--- src/hdl/adcma_pkg.sv ---
`timescale 1ns / 1ps
// ----------------------------------------------------------------------------
// adcma_pkg
// Shared sizes and types for the moving-average core: window depth, sum
// and count widths, and the job handed from the front end to the divider.
// ----------------------------------------------------------------------------
package adcma_pkg;

    localparam int DEPTH      = 16;
    localparam int SAMPLE_W   = 16;
    localparam int AVG_W      = 16;
    localparam int FILL_W     = 5;
    localparam int PTR_W      = (DEPTH > 1) ? $clog2(DEPTH) : 1;
    localparam int CNT_W      = $clog2(DEPTH + 1);
    localparam int SUM_W      = SAMPLE_W + $clog2(DEPTH);
    localparam int STEP_W     = (SUM_W > 1) ? $clog2(SUM_W) : 1;
    localparam int FIFO_DEPTH = 2;
    localparam int FIFO_PTR_W = $clog2(FIFO_DEPTH);
    localparam int FIFO_CNT_W = $clog2(FIFO_DEPTH + 1);

    typedef struct packed {
        logic [SUM_W-1:0] sum;
        logic [CNT_W-1:0] count;
    } avg_job_t;

    typedef struct packed {
        logic full;
        logic empty;
    } fifo_status_t;

endpackage

--- src/hdl/adc_moving_average_core.sv ---
`timescale 1ns / 1ps
// flow: a sample beat is registered, its sum/count job is pushed to the queue,
// and the shift-subtract divider pops it, forms one quotient bit per cycle and
// loads the output register; neither front end nor divider takes new work mid-job
// a two-entry job queue and the output register let input and output stall apart
// reset: synchronous active-low aresetn clears position, fill count, sum and
// queue; ring contents are not cleared and are read only once written
// ----------------------------------------------------------------------------
// adc_moving_average_core
// Boxcar moving average over converter samples: ring front end, job queue
// and iterative divider giving the truncated mean and fill count.
// ----------------------------------------------------------------------------
module adc_moving_average_core (
    input  logic                          aclk,
    input  logic                          aresetn,
    input  logic                          s_valid,
    output logic                          s_ready,
    input  logic [adcma_pkg::SAMPLE_W-1:0] s_sample,
    output logic                          m_valid,
    input  logic                          m_ready,
    output logic [adcma_pkg::AVG_W-1:0]   m_average,
    output logic [adcma_pkg::FILL_W-1:0]  m_fill_count
);

    adcma_pkg::fifo_status_t  q_status;
    adcma_pkg::avg_job_t      push_job;
    adcma_pkg::avg_job_t      pop_job;
    logic                     q_push;
    logic                     q_pop;

    adcma_front u_front (
        .aclk     (aclk),
        .aresetn  (aresetn),
        .s_valid  (s_valid),
        .s_ready  (s_ready),
        .s_sample (s_sample),
        .q_status (q_status),
        .q_push   (q_push),
        .q_job    (push_job)
    );

    adcma_fifo u_fifo (
        .aclk     (aclk),
        .aresetn  (aresetn),
        .push     (q_push),
        .push_job (push_job),
        .pop      (q_pop),
        .pop_job  (pop_job),
        .status   (q_status)
    );

    adcma_div u_div (
        .aclk         (aclk),
        .aresetn      (aresetn),
        .q_status     (q_status),
        .q_job        (pop_job),
        .q_pop        (q_pop),
        .m_valid      (m_valid),
        .m_ready      (m_ready),
        .m_average    (m_average),
        .m_fill_count (m_fill_count)
    );

    // queue never pushed while full
    assert property (@(posedge aclk) disable iff (!aresetn)
        q_push |-> !q_status.full)
        else $error("job queue overflow");

    // divider never starts on an empty window
    assert property (@(posedge aclk) disable iff (!aresetn)
        q_pop |-> (pop_job.count != '0))
        else $error("zero divisor popped");

    // front end takes one sample at a time
    assert property (@(posedge aclk) disable iff (!aresetn)
        (s_valid && s_ready) |=> !s_ready)
        else $error("sample beat accepted during update");

    // reported fill count stays within the window
    assert property (@(posedge aclk) disable iff (!aresetn)
        m_valid |-> (m_fill_count != '0 &&
                     m_fill_count <= adcma_pkg::FILL_W'(adcma_pkg::DEPTH)))
        else $error("fill count out of range");

endmodule

--- src/hdl/adcma_front.sv ---
`timescale 1ns / 1ps
// ----------------------------------------------------------------------------
// adcma_front
// Accepts samples, keeps the sample ring, write position, fill count and
// running sum, and pushes one sum/count job per sample into the queue.
// ----------------------------------------------------------------------------
module adcma_front (
    input  logic                          aclk,
    input  logic                          aresetn,
    input  logic                          s_valid,
    output logic                          s_ready,
    input  logic [adcma_pkg::SAMPLE_W-1:0] s_sample,
    input  adcma_pkg::fifo_status_t       q_status,
    output logic                          q_push,
    output adcma_pkg::avg_job_t           q_job
);

    typedef enum logic {
        ST_IDLE,
        ST_CALC
    } front_state_t;

    front_state_t                    state_reg;
    logic [adcma_pkg::SAMPLE_W-1:0]  ring [adcma_pkg::DEPTH];
    logic [adcma_pkg::SAMPLE_W-1:0]  sample_reg;
    logic [adcma_pkg::SAMPLE_W-1:0]  old_reg;
    logic [adcma_pkg::PTR_W-1:0]     pos_reg;
    logic [adcma_pkg::CNT_W-1:0]     count_reg;
    logic [adcma_pkg::SUM_W-1:0]     sum_reg;
    logic [adcma_pkg::SUM_W-1:0]     sum_next;
    logic [adcma_pkg::CNT_W-1:0]     count_next;
    logic [adcma_pkg::PTR_W-1:0]     pos_next;
    logic                            full;

    assign s_ready = (state_reg == ST_IDLE) && !q_status.full;
    assign full    = (count_reg == adcma_pkg::CNT_W'(adcma_pkg::DEPTH));

    always_comb begin
        sum_next = sum_reg + adcma_pkg::SUM_W'(sample_reg);
        if (full) begin
            sum_next = sum_next - adcma_pkg::SUM_W'(old_reg);
        end
        count_next = full ? count_reg : count_reg + 1'b1;
        if (pos_reg == adcma_pkg::PTR_W'(adcma_pkg::DEPTH - 1)) begin
            pos_next = '0;
        end else begin
            pos_next = pos_reg + 1'b1;
        end
    end

    assign q_push      = (state_reg == ST_CALC);
    assign q_job.sum   = sum_next;
    assign q_job.count = count_next;

    // ring storage, read port always tracks the write position
    always_ff @(posedge aclk) begin
        old_reg <= ring[pos_reg];
        if (state_reg == ST_CALC) begin
            ring[pos_reg] <= sample_reg;
        end
        if (s_valid && s_ready) begin
            sample_reg <= s_sample;
        end
    end

    always_ff @(posedge aclk) begin
        if (!aresetn) begin
            state_reg <= ST_IDLE;
            pos_reg   <= '0;
            count_reg <= '0;
            sum_reg   <= '0;
        end else begin
            case (state_reg)
                ST_IDLE: begin
                    if (s_valid && s_ready) begin
                        state_reg <= ST_CALC;
                    end
                end
                ST_CALC: begin
                    sum_reg   <= sum_next;
                    count_reg <= count_next;
                    pos_reg   <= pos_next;
                    state_reg <= ST_IDLE;
                end
                default: begin
                    state_reg <= ST_IDLE;
                end
            endcase
        end
    end

endmodule

--- src/hdl/adcma_fifo.sv ---
`timescale 1ns / 1ps
// ----------------------------------------------------------------------------
// adcma_fifo
// Two-entry job queue between the front end and the divider.
// ----------------------------------------------------------------------------
module adcma_fifo (
    input  logic                     aclk,
    input  logic                     aresetn,
    input  logic                     push,
    input  adcma_pkg::avg_job_t      push_job,
    input  logic                     pop,
    output adcma_pkg::avg_job_t      pop_job,
    output adcma_pkg::fifo_status_t  status
);

    adcma_pkg::avg_job_t                  mem [adcma_pkg::FIFO_DEPTH];
    logic [adcma_pkg::FIFO_PTR_W-1:0]     wr_ptr_reg;
    logic [adcma_pkg::FIFO_PTR_W-1:0]     rd_ptr_reg;
    logic [adcma_pkg::FIFO_CNT_W-1:0]     cnt_reg;
    logic                                 do_push;
    logic                                 do_pop;

    assign status.full  = (cnt_reg == adcma_pkg::FIFO_CNT_W'(adcma_pkg::FIFO_DEPTH));
    assign status.empty = (cnt_reg == '0);
    assign do_push      = push && !status.full;
    assign do_pop       = pop && !status.empty;
    assign pop_job      = mem[rd_ptr_reg];

    always_ff @(posedge aclk) begin
        if (do_push) begin
            mem[wr_ptr_reg] <= push_job;
        end
    end

    always_ff @(posedge aclk) begin
        if (!aresetn) begin
            wr_ptr_reg <= '0;
            rd_ptr_reg <= '0;
            cnt_reg    <= '0;
        end else begin
            if (do_push) begin
                wr_ptr_reg <= wr_ptr_reg + 1'b1;
            end
            if (do_pop) begin
                rd_ptr_reg <= rd_ptr_reg + 1'b1;
            end
            case ({do_push, do_pop})
                2'b10:   cnt_reg <= cnt_reg + 1'b1;
                2'b01:   cnt_reg <= cnt_reg - 1'b1;
                default: cnt_reg <= cnt_reg;
            endcase
        end
    end

endmodule

--- src/hdl/adcma_div.sv ---
`timescale 1ns / 1ps
// ----------------------------------------------------------------------------
// adcma_div
// Back end: pops a job, divides the sum by the fill count one quotient bit
// per cycle, and holds the result in the output register.
// ----------------------------------------------------------------------------
module adcma_div (
    input  logic                          aclk,
    input  logic                          aresetn,
    input  adcma_pkg::fifo_status_t       q_status,
    input  adcma_pkg::avg_job_t           q_job,
    output logic                          q_pop,
    output logic                          m_valid,
    input  logic                          m_ready,
    output logic [adcma_pkg::AVG_W-1:0]   m_average,
    output logic [adcma_pkg::FILL_W-1:0]  m_fill_count
);

    typedef enum logic [1:0] {
        ST_IDLE,
        ST_DIV,
        ST_DONE
    } div_state_t;

    div_state_t                     state_reg;
    logic [adcma_pkg::SUM_W-1:0]    quo_reg;
    logic [adcma_pkg::CNT_W-1:0]    rem_reg;
    logic [adcma_pkg::CNT_W-1:0]    div_reg;
    logic [adcma_pkg::STEP_W-1:0]   step_reg;
    logic                           m_valid_reg;
    logic [adcma_pkg::AVG_W-1:0]    avg_reg;
    logic [adcma_pkg::FILL_W-1:0]   fill_reg;
    logic [adcma_pkg::CNT_W:0]      shifted;
    logic                           ge;
    logic [adcma_pkg::CNT_W:0]      diff;
    logic                           out_free;

    assign q_pop        = (state_reg == ST_IDLE) && !q_status.empty;
    assign out_free     = !m_valid_reg || m_ready;
    assign m_valid      = m_valid_reg;
    assign m_average    = avg_reg;
    assign m_fill_count = fill_reg;

    always_comb begin
        shifted = {rem_reg, quo_reg[adcma_pkg::SUM_W-1]};
        ge      = (shifted >= {1'b0, div_reg});
        diff    = shifted - {1'b0, div_reg};
    end

    always_ff @(posedge aclk) begin
        if (!aresetn) begin
            state_reg   <= ST_IDLE;
            m_valid_reg <= 1'b0;
            step_reg    <= '0;
        end else begin
            if ((state_reg == ST_DONE) && out_free) begin
                m_valid_reg <= 1'b1;
            end else if (m_valid_reg && m_ready) begin
                m_valid_reg <= 1'b0;
            end
            case (state_reg)
                ST_IDLE: begin
                    if (q_pop) begin
                        quo_reg   <= q_job.sum;
                        div_reg   <= q_job.count;
                        rem_reg   <= '0;
                        step_reg  <= '0;
                        state_reg <= ST_DIV;
                    end
                end
                ST_DIV: begin
                    rem_reg  <= ge ? diff[adcma_pkg::CNT_W-1:0]
                                   : shifted[adcma_pkg::CNT_W-1:0];
                    quo_reg  <= {quo_reg[adcma_pkg::SUM_W-2:0], ge};
                    step_reg <= step_reg + 1'b1;
                    if (step_reg == adcma_pkg::STEP_W'(adcma_pkg::SUM_W - 1)) begin
                        state_reg <= ST_DONE;
                    end
                end
                ST_DONE: begin
                    if (out_free) begin
                        avg_reg     <= quo_reg[adcma_pkg::AVG_W-1:0];
                        fill_reg    <= adcma_pkg::FILL_W'(div_reg);
                        state_reg   <= ST_IDLE;
                    end
                end
                default: begin
                    state_reg <= ST_IDLE;
                end
            endcase
        end
    end

endmodule
--- config.mk ---
export PLATFORM = sky130hd
export DESIGN_NAME = adc_moving_average_core
export DESIGN_NICKNAME = d
export VERILOG_FILES = /design/src/hdl/adcma_pkg.sv /design/src/hdl/adc_moving_average_core.sv /design/src/hdl/adcma_front.sv /design/src/hdl/adcma_fifo.sv /design/src/hdl/adcma_div.sv
export SDC_FILE = /design/constraint.sdc
export NUM_CORES = 1
export LEC_CHECK = 0
export BUFFER_PORTS_ARGS = -buffer_cell sky130_fd_sc_hd__buf_4
export CAP_MARGIN = 15
export CORE_ASPECT_RATIO = 1.1
export CORE_UTILIZATION = 35
export DETAILED_ROUTE_END_ITERATION = 10
export GPL_TIMING_DRIVEN = 1
export PLACE_DENSITY = 0.49
export SLEW_MARGIN = 5
export SYNTH_ARGS = -nofsm -noshare
export SYNTH_HDL_FRONTEND = slang
export SYNTH_HIERARCHICAL = 1
export SYNTH_SLANG_ARGS = --single-unit
--- constraint.sdc ---
create_clock -name aclk -period 9.9 [get_ports aclk]
set_clock_uncertainty 0.2 [all_clocks]
set_input_delay 1.485 -clock aclk [delete_from_list [all_inputs] [get_ports aclk]]
set_output_delay 1.485 -clock aclk [all_outputs]
set_load 0.03 [all_outputs]
==> summary.txt <==
Die
  • Core ar.: between 50,000 and 60,000 um^2
  • Full die area: approximately 53,000 um^2
  • Die width: 219.6 um
  • Ports: 43
  • Rows: 87
  • Die Height: between 200 and 250 um
  • Initial Utilization: between 30% and 40%

Run status
  • Status: finished with violations
  • Failing checks: DRC

Timing
  • Final worst path period share: between 50% and 60%
  • Setup TNS: 0 ns
  • Worst Setup Slack, final: about 4.9 ns
  • Fin. max-slew vios: 0
  • Slew @ Worst Pin: 1.056 ns
  • FMAX: roughly 200 MHz
  • Hold Fails Final Rpt: 0
  • Final setup viols: 0
  • Relative slew slack: between 20% and 30%
  • Period minus WS final: 4.995 ns
  • RSZ-0062 raised after global routing: no

Final layout
  • Reg with most FFs: u_front/ring
  • Fin nets: roughly 1,300
  • Layout cells sized above 1: about a fifth
  • Biggest regs: u_front/ring x256, u_fifo/mem x50
  • Max FFs per register: about 260
  • Diodes inserted: 0
  • FF/Latch Area: between 10,000 and 15,000 um^2
  • Area of the multi-input gates: 5528 um^2
  • Area Overhead vs Synth: 15.00%
  • Layout Utilization: between 40% and 50%
  • Number of fill cells: between 4,000 and 5,000

Detailed routing
  • Drt total wl: around 40,000 um
  • Initial DRC count: just under 800
  • 1st-pass router iterations: 9
  • Drt wl/cell: between 20 and 25 um
  • Post-route ant nets: 0
  • # DRC: 8
  • DR vias/cell: about 5.1
  • Via count: 9,729

Critical path
  • Arrival time worst endpoint: about 5.1 ns
  • Critical path endpoint category: register
  • Setup Crit Path Kind: register to register
  • WP data required: about 10 ns
  • Crit path max fanout: 17
  • CP Launch Type: register
  • Critical R2R Launch: u_front/sample_reg[0]
  • Critical path origin: u_front/sample_reg[0]

Clock network
  • H-tree Lvls: 2
  • Clock transition at path regs: roughly 0.060 ns
  • Hold-fix buffers, CTS: 0
  • Root Driver: clkbuf_16
  • Clk_lat worst skew: approximately 0.61 ns
  • Clk buf depth: 3
  • Clock sink total: between 400 and 500
  • Post-CTS Setup Bufs: 0
  • CTS tree: done
  • Post-cts repair resize count: 0
  • Cts bufs inserted: 47

Logic synthesis
  • Yosys Warn Count: 6
  • Cell variety after synth: 65
  • Ys async rst share: 0%
  • Top-count cell post-synth: edfxtp_1
  • Area fraction of the dominant cell type after synthesis: 61.42%
  • Average cell area after synthesis: 15.91 um^2
  • Synth Flop Type: edfxtp_1
  • Number of flops mapped to enable cells by yosys: between 300 and 400
  • Seq/Total Area, Yosys: approximately two thirds
  • Synthesized flop and latch total: between 400 and 500
  • Mapped Nets: approximately 1,200
  • Post-synth top cells: edfxtp_1, nand2_1, mux4_2, dfxtp_1, nor2_1
  • Post-Syn Instances: about 1,100
  • Largest cells by area after synthesis: edfxtp_1, mux4_2, dfxtp_1
  • Post-Syn Area: between 15,000 and 20,000 um^2
  • Largest area contributor in the netlist: edfxtp_1

Power and ir drop
  • P_leak: approximately 7.1 nW
  • PwrDens: around 210 nW/um^2
  • Max IR drop VDD: ~0.12 mV

Placed design
  • HPWL Detailed: approximately 25,000 um
  • Port Buffers: 42
  • Final GP Congestion: about 0.84
  • Setup slack at placement: between 4 and 5 ns

Global routing
  • First-pass GRT wire length: slightly above 60,000 um
  • Largest net degree at the start of global routing: 54
  • GRT Residual Overflow: 0
  • Initial antenna violation count: 0
  • GRT Util Overall: between 10% and 20%
  • Vias in the first global route: 10,170

Hold path
  • Hold Crit Class: register to register
  • Min-Delay Startpoint: u_div/quo_reg[1]

Flow run
  • Max-cap violation count: 0
[worst paths after layout]
check | to | slack, ns | cells past startpoint
min reg2reg | u_div/m_average[1] | 0.25 | 0
max | u_fifo/mem[0][24] | 4.90 | 16
max reg2reg | u_fifo/mem[0][24] | 4.90 | 16
min | u_div/m_average[1] | 0.25 | 0
[cells in the final DEF (no fill, tap or decap), types with 21 or more instances in the layout]
master,Yosys,routed
xnor2_1,29,29
buf_4,0,72
and2_1,21,21
dfxtp_1,59,57
clkbuf_16,0,47
nand2_1,101,101
edfxtp_1,373,373
inv_1,38,38
a21oi_1,33,33
mux4_2,80,80
mux2_2,30,30
ha_1,45,45
o21ai_0,37,37
nor2_1,57,56
[power by group]
part / switching [W] / leakage (nW) / internal [W] / total, W
Combinational: 0.000302 / 2.53 / 0.000218 / 0.000519
Clock: 0.000738 / 0.732 / 0.000991 / 0.00173
Sequential: 0.0000522 / 3.87 / 0.00207 / 0.00212
[kinds of logic after synthesis]
kind of cell    Yosys count  synth area share [%]
buf+inv                  86                 1.914
flops                   432                 67.90
compound gates          155                 5.674
simple gates            266                 6.957
xor+xnor                 41                 1.969
mux                     118                 12.17
fa+ha+maj                48                 3.417
[layer usage]
layer	vias up	track usage, %	part of all wire (%)
li1	4569	-	-
met1	4949	20.23	45
met2	147	27.19	50
met3	64	2.272	3.0
met4	0	5.016	2.2
met5	-	0	0
[layout make-up]
cell class	count	area share (%)
inverters	40	0.7159
well taps	667	3.979
multi-input cells	628	26.36
clock inverters	23	1.247
clock buffers	64	6.056
flip-flops and latches	432	59.07
repair buffers	72	2.577
[metrics by stage]
step                      cell area [um^2]  power, W  instances  hold WS, ns
after global routing                 20970  0.004560       1926       0.2680
after CTS                            20970  0.004424       1926       0.2530
final                                20970  0.004367       1926       0.2495
after floorplan                      18240  0.002537       1146       0.2262
after detailed placement             19440  0.002681       1839       0.2386
after global placement               19440  0.002678       1839       0.2341
[worst max-delay path: stages (launching register included)]
cell and delay, ns:
edfxtp_1 0.61, ha_1 0.35, fa_1 0.43, a211oi_1 0.32
o21ai_0 0.22, and2_1 0.20, a311oi_1 0.34, xnor2_1 0.20
ha_1 0.31, a21o_1 0.18, a21o_1 0.18, a21o_1 0.19
nand2_1 0.08, o21ai_2 0.07, or4_4 0.54, o21ai_0 0.21
xor2_1 0.10
Note: power is estimated with default switching activity, not from simulation.
